### src/rtl/core/lfo_pkg.sv
// ----------------------------------------------------------------------------
// lfo_pkg
// Shared types, register indexes and the triangle table for the LFO.
// ----------------------------------------------------------------------------
`default_nettype none

package lfo_pkg;

  localparam int unsigned PhaseW   = 32;
  localparam int unsigned IdxW     = 8;
  localparam int unsigned RandW    = 32;
  localparam int unsigned SampleW  = 7;
  localparam int unsigned RawW     = 8;
  localparam int unsigned CfgIdxW  = 2;
  localparam int unsigned CfgDataW = 32;

  localparam logic [CfgIdxW-1:0] CFG_PHASE_INC = 2'd0;
  localparam logic [CfgIdxW-1:0] CFG_WAVE_SEL  = 2'd1;

  typedef enum logic [1:0] {
    WAVE_TRI   = 2'd0,
    WAVE_SAW   = 2'd1,
    WAVE_SQR   = 2'd2,
    WAVE_NOISE = 2'd3
  } wave_e;

  // one item in flight between the input register and the result register
  typedef struct packed {
    logic [IdxW-1:0]  idx;
    wave_e            wave;
    logic [RandW-1:0] rnd;
  } lfo_item_t;

  // triangle ramp scaled by 127/64, round half to even
  function automatic logic signed [RawW-1:0] tri_entry(input logic [IdxW-1:0] i);
    int n;
    int a;
    int q;
    int r;
    int res;
    if (int'(i) <= 64) begin
      n = int'(i);
    end else if (int'(i) <= 192) begin
      n = 128 - int'(i);
    end else begin
      n = int'(i) - 256;
    end
    a = ((n < 0) ? -n : n) * 127;
    q = a / 64;
    r = a % 64;
    if (r > 32 || (r == 32 && (q % 2) == 1)) begin
      q = q + 1;
    end
    res = (n < 0) ? -q : q;
    return RawW'(res);
  endfunction

endpackage

`default_nettype wire

### src/rtl/core/lfo_phase_acc.sv
// ----------------------------------------------------------------------------
// lfo_phase_acc
// Configuration registers and the 32-bit phase accumulator.
// ----------------------------------------------------------------------------
`default_nettype none

module lfo_phase_acc (
  input  wire logic                          clk_i,
  input  wire logic                          rst_ni,
  input  wire logic                          cfg_we_i,
  input  wire logic [lfo_pkg::CfgIdxW-1:0]   cfg_idx_i,
  input  wire logic [lfo_pkg::CfgDataW-1:0]  cfg_wdata_i,
  input  wire logic                          step_i,
  input  wire logic                          restart_i,
  output lfo_pkg::wave_e                     wave_o,
  output logic [lfo_pkg::IdxW-1:0]           idx_o
);
  import lfo_pkg::*;

  logic [PhaseW-1:0] phase_q, phase_d;
  logic [PhaseW-1:0] inc_q;
  wave_e             wave_q;
  logic [PhaseW-1:0] phase_cur;

  // restart clears the phase used for this transfer
  assign phase_cur = restart_i ? '0 : phase_q;
  assign phase_d   = phase_cur + inc_q;
  assign idx_o     = phase_cur[PhaseW-1 -: IdxW];
  assign wave_o    = wave_q;

  always_ff @(posedge clk_i or negedge rst_ni) begin
    if (!rst_ni) begin
      phase_q <= '0;
      inc_q   <= '0;
      wave_q  <= WAVE_TRI;
    end else begin
      if (step_i) begin
        phase_q <= phase_d;
      end
      if (cfg_we_i) begin
        unique case (cfg_idx_i)
          CFG_PHASE_INC: inc_q  <= cfg_wdata_i[PhaseW-1:0];
          CFG_WAVE_SEL:  wave_q <= wave_e'(cfg_wdata_i[1:0]);
          default: ;
        endcase
      end
    end
  end

endmodule

`default_nettype wire

### src/rtl/core/lfo_shaper.sv
// ----------------------------------------------------------------------------
// lfo_shaper
// Turns a phase index, wave code and random word into a halved sample.
// ----------------------------------------------------------------------------
`default_nettype none

module lfo_shaper (
  input  wire lfo_pkg::lfo_item_t              item_i,
  output logic signed [lfo_pkg::SampleW-1:0]   sample_o
);
  import lfo_pkg::*;

  logic [IdxW-1:0]          j;
  logic signed [RawW:0]     saw;
  logic [9:0]               byte_sum;
  logic [8:0]               fold;
  logic [7:0]               rmod;
  logic signed [RawW:0]     noise;
  logic signed [RawW-1:0]   raw;
  logic signed [RawW-1:0]   rounded;
  logic signed [RawW-1:0]   halved;

  // saw: (255-idx)*254/255 equals j-1 for j>0 and 0 for j=0
  assign j   = ~item_i.idx;
  assign saw = (j == '0) ? -9'sd127 : ($signed({1'b0, j}) - 9'sd128);

  // mod 255 by byte folding, since 256 is 1 mod 255
  assign byte_sum = {2'b0, item_i.rnd[7:0]}   + {2'b0, item_i.rnd[15:8]}
                  + {2'b0, item_i.rnd[23:16]} + {2'b0, item_i.rnd[31:24]};
  assign fold  = {7'b0, byte_sum[9:8]} + {1'b0, byte_sum[7:0]};
  assign rmod  = (fold >= 9'd255) ? 8'(fold - 9'd255) : fold[7:0];
  assign noise = $signed({1'b0, rmod}) - 9'sd127;

  always_comb begin
    case (item_i.wave)
      WAVE_TRI:   raw = tri_entry(item_i.idx);
      WAVE_SAW:   raw = saw[RawW-1:0];
      WAVE_SQR:   raw = item_i.idx[IdxW-1] ? 8'sd127 : 8'sd0;
      WAVE_NOISE: raw = noise[RawW-1:0];
      default:    raw = '0;
    endcase
  end

  // halve toward zero
  assign rounded  = raw + $signed({{(RawW-1){1'b0}}, raw[RawW-1]});
  assign halved   = rounded >>> 1;
  assign sample_o = halved[SampleW-1:0];

endmodule

`default_nettype wire

### src/rtl/core/lfo_waveform_generator.sv
// ----------------------------------------------------------------------------
// lfo_waveform_generator
// Phase-accumulator LFO: triangle, saw, square and noise waves.
// ----------------------------------------------------------------------------
// Channel  | Direction | Handshake               | Payload
// input    | in        | in_valid_i / in_stall_o  | restart_i, random_word_i
// result   | out       | out_valid_o / out_stall_i| sample_o
// config   | in        | cfg_we_i                 | cfg_idx_i, cfg_wdata_i
//
// One transfer per cycle sustained while the result is not stalled; a sample
// passes through the input register, then the result register, to the outputs.
// The phase advances at the input transfer; the wave logic sits between the
// two registers. Reset clears phase, increment, wave select and valids.
// A stalled result holds; the input register keeps taking transfers until
// both stages are full.
// ----------------------------------------------------------------------------
`default_nettype none

module lfo_waveform_generator (
  input  wire logic                               clk_i,
  input  wire logic                               rst_ni,
  input  wire logic                               cfg_we_i,
  input  wire logic [lfo_pkg::CfgIdxW-1:0]        cfg_idx_i,
  input  wire logic [lfo_pkg::CfgDataW-1:0]       cfg_wdata_i,
  input  wire logic                               in_valid_i,
  output logic                                    in_stall_o,
  input  wire logic                               restart_i,
  input  wire logic [lfo_pkg::RandW-1:0]          random_word_i,
  output logic                                    out_valid_o,
  input  wire logic                               out_stall_i,
  output logic signed [lfo_pkg::SampleW-1:0]      sample_o
);
  import lfo_pkg::*;

  logic                        in_xfer;
  logic                        out_ready;
  logic                        s1_ready;
  logic                        s1_valid_q;
  lfo_item_t                   s1_q, s1_d;
  logic                        s2_valid_q;
  logic signed [SampleW-1:0]   s2_q, s2_d;
  wave_e                       wave;
  logic [IdxW-1:0]             idx;

  assign out_ready  = !s2_valid_q || !out_stall_i;
  assign s1_ready   = !s1_valid_q || out_ready;
  assign in_stall_o = !s1_ready;
  assign in_xfer    = in_valid_i && s1_ready;

  lfo_phase_acc u_acc (
    .clk_i       (clk_i),
    .rst_ni      (rst_ni),
    .cfg_we_i    (cfg_we_i),
    .cfg_idx_i   (cfg_idx_i),
    .cfg_wdata_i (cfg_wdata_i),
    .step_i      (in_xfer),
    .restart_i   (restart_i),
    .wave_o      (wave),
    .idx_o       (idx)
  );

  assign s1_d.idx  = idx;
  assign s1_d.wave = wave;
  assign s1_d.rnd  = random_word_i;

  lfo_shaper u_shp (
    .item_i   (s1_q),
    .sample_o (s2_d)
  );

  always_ff @(posedge clk_i or negedge rst_ni) begin
    if (!rst_ni) begin
      s1_valid_q <= 1'b0;
      s2_valid_q <= 1'b0;
    end else begin
      if (s1_ready) begin
        s1_valid_q <= in_valid_i;
      end
      if (out_ready) begin
        s2_valid_q <= s1_valid_q;
      end
    end
  end

  always_ff @(posedge clk_i) begin
    if (in_xfer) begin
      s1_q <= s1_d;
    end
    if (out_ready && s1_valid_q) begin
      s2_q <= s2_d;
    end
  end

  assign out_valid_o = s2_valid_q;
  assign sample_o    = s2_q;

endmodule

`default_nettype wire

### config.mk
export PLATFORM = sky130hd
export DESIGN_NAME = lfo_waveform_generator
export DESIGN_NICKNAME = d
export VERILOG_FILES = /design/src/rtl/core/lfo_pkg.sv /design/src/rtl/core/lfo_phase_acc.sv /design/src/rtl/core/lfo_shaper.sv /design/src/rtl/core/lfo_waveform_generator.sv
export SDC_FILE = /design/constraint.sdc
export NUM_CORES = 1
export LEC_CHECK = 0
export BUFFER_PORTS_ARGS = -buffer_cell sky130_fd_sc_hd__clkbuf_2
export CAP_MARGIN = 20
export CORE_MARGIN = 4
export CORE_UTILIZATION = 50
export DETAILED_ROUTE_END_ITERATION = 8
export GPL_TIMING_DRIVEN = 0
export PLACE_DENSITY_LB_ADDON = 0.25
export SLEW_MARGIN = 10
export SYNTH_ARGS = -nofsm -noshare
export SYNTH_HDL_FRONTEND = slang
export SYNTH_SLANG_ARGS = --single-unit
### constraint.sdc
create_clock -name clk_i -period 18.55 [get_ports clk_i]
set_input_delay 2.7825 -clock clk_i [delete_from_list [all_inputs] [get_ports clk_i]]
set_output_delay 2.7825 -clock clk_i [all_outputs]
set_load 0.01 [all_outputs]
==> flow_summary.json <==
{
  "reg2reg_slack_ps": 8630,
  "synth_seq_area_share_pct": 24.8,
  "firstDrtPassIters": 6,
  "netlist_area_um2": 12800,
  "yosysUniqueCellTypes": 77,
  "fmax_mhz": 101,
  "skew_ps": 16.1,
  "dieArea_um2": 28200,
  "clkLatencyLatePin_ps": 430,
  "drt_wl_total_mm": 24.7,
  "critical_path.max_fanout": 10,
  "status": "finished clean",
  "netlist_instances": 1348,
  "port_buffers": 80,
  "path_buf_inv": 5,
  "drt_iter0_drc": 497,
  "pre_cts_slack_ps": 8640,
  "n_fill_cell": 2155,
  "hold_path_startpoint": "u_acc.wave_o[1]",
  "start_kind": "flop",
  "worstReg2RegStart": "s1_q[34]",
  "cts_hold_buf": 0,
  "fin_crit_sh_pct": 53.5,
  "final_layout_size_suffix_gt1_share_pct": 10.7,
  "synthTopCellsByArea": "fa_1 18%, dfrtp_1 13%, ha_1 12%",
  "cts.htree.levels": 4,
  "syn_to_final_growth_pct": 15.0,
  "clock-sinks": 117,
  "whs_ps": 459,
  "required_ps": 18690,
  "cts.path.max_buffers": 2,
  "antenna_cells": 0,
  "antenna_found_initial": 0,
  "cts_root_buf": "clkbuf_16",
  "setup_viol": 0,
  "crit_family": "adder cells",
  "worst-r2r-cell-count": 37,
  "crit_cells": 37,
  "post-cts-setup-buffer-count": 0,
  "die-width_um": 168,
  "cts_tree": "yes",
  "setup_slack_ps": 8630,
  "die_h_um": 168,
  "wl_met3_um": 781,
  "grt_max_degree": 58,
  "min_to": "s1_q[33]",
  "grt_usage_pct": 18.3,
  "cts.reportedPaths.clkPinSlew_ps": 60,
  "start_util_pct": 50.7,
  "startpoint": "s1_q[34]",
  "core_area_um2": 25200,
  "ys_async_sr_fraction_pct": 58.1,
  "synth_ff_type": "dfrtp_1",
  "cp_slowest_cell": "xnor2_1",
  "ys.warnings.count": 0,
  "cp_slowest_stage_delay_ps": 810,
  "post-dp-hpwl_mm": 20.0,
  "synth-edff-count": 49,
  "period_needed_ps": 9920,
  "worstSetupEndpointType": "flop",
  "ant_nets": 0,
  "grt_pass1_vias": 9849,
  "place.gp.congestion": 0.889,
  "row_count": 58,
  "grt-ovfl-total": 0,
  "final_cell_mix": "271 x inv_1, 123 x ha_1, 116 x conb_1",
  "timing.rr.end": "sample_o[5]",
  "top_layer": "met4",
  "wl_met2_mm": 12.2,
  "routed_wire_length_per_instance_um": 12.9,
  "grt_pass1_wl_mm": 43.9,
  "hold_viol": 0,
  "nNetsFinal": 1874,
  "critPathKind": "reg -> reg",
  "hp-class": "reg -> reg",
  "layout_commonest_cell": "inv_1",
  "cts-buffers-inserted": 17,
  "slew_headroom_pct": 35.1,
  "num_vias": 9603,
  "arrival_ps": 10060,
  "drc": 0,
  "wl_met1_mm": 11.3,
  "synth_top_cell_by_area": "fa_1",
  "cts_resized": 0,
  "maxSlewViolCount": 0,
  "ios": 81,
  "cap_viol_max_count": 0,
  "ys_seq_elements": 117,
  "synth_top_area_share_pct": 18.0,
  "viasPerCell": 5.04,
  "rsz0062_at_grt": "false",
  "worstMarginPinSlew_ps": 967,
  "avgSynthCellArea_um2": 9.48,
  "finalSetupTns_ps": 0,
  "min_path_cells": 0
}
-- registers in the layout, summed over array words and instances (netlist names) --
| signal | flops |
|---|---|
| s1_q | 42 |
| u_acc.inc_q | 32 |
| u_acc.phase_q | 32 |
| sample_o | 7 |
| u_acc.wave_o | 2 |
| out_valid_o | 1 |
| s1_valid_q | 1 |
-- synthesized netlist by cell type, types with 22 or more instances --
cell type,count
fa_1,115
xor2_1,38
a21o_1,31
dfrtp_1,68
nor2b_1,41
clkbuf_1,37
mux2_2,36
edfxtp_1,49
a21oi_1,69
nand3_1,22
nor2_1,43
ha_1,123
nand2_1,79
o21ai_0,54
xnor2_1,61
inv_1,271
-- area by class of cell --
cell class / instances / area (um2) / area share (%)
plain buffers: 38 / 144 / 0.980
clock buffers: 20 / 489 / 3.33
clock inverters: 12 / 136 / 0.929
inverters: 272 / 1020 / 6.96
multi-input cells: 1035 / 8870 / 60.4
flip-flops and latches: 117 / 3170 / 21.6
well taps: 330 / 413 / 2.81
repair buffers: 83 / 443 / 3.02
-- per-layer routing --
metal  track usage, %  vias up
met5                0        -
met4             5.22        0
met3             2.02       31
met2             31.3      153
met1             24.8     4619
li1                 -     4800
-- logic make-up after synthesis --
logic type / synth area share [%]
other: 0.0588
buffers and inverters: 9.12
xor gates and xnor gates: 7.62
AOI/OAI and AO/OA: 13.1
DFF: 24.8
muxes: 3.62
adders and majority gates: 30.1
and+or+nand+nor: 11.6
-- metrics by stage --
step	cell area [um2]	utilization, %	std cells
floorplan	13200	-	1462
global placement	14000	55.7	1872
detailed placement	14100	55.8	1874
CTS	14700	58.3	1906
global route	14700	58.3	1907
finish	14700	58.3	1907
-- how the worst max path moves through the flow --
stage	slack [ps]	endpoint
after floorplan	9900	sample_o[5]
after global placement	8860	sample_o[5]
after detailed placement	8640	sample_o[5]
after CTS	8590	sample_o[5]
after global routing	7780	sample_o[5]
final	8630	sample_o[5]
Power is not shown: default switching activity piles up to over one toggle a cycle in this logic, so the estimate is an artifact.
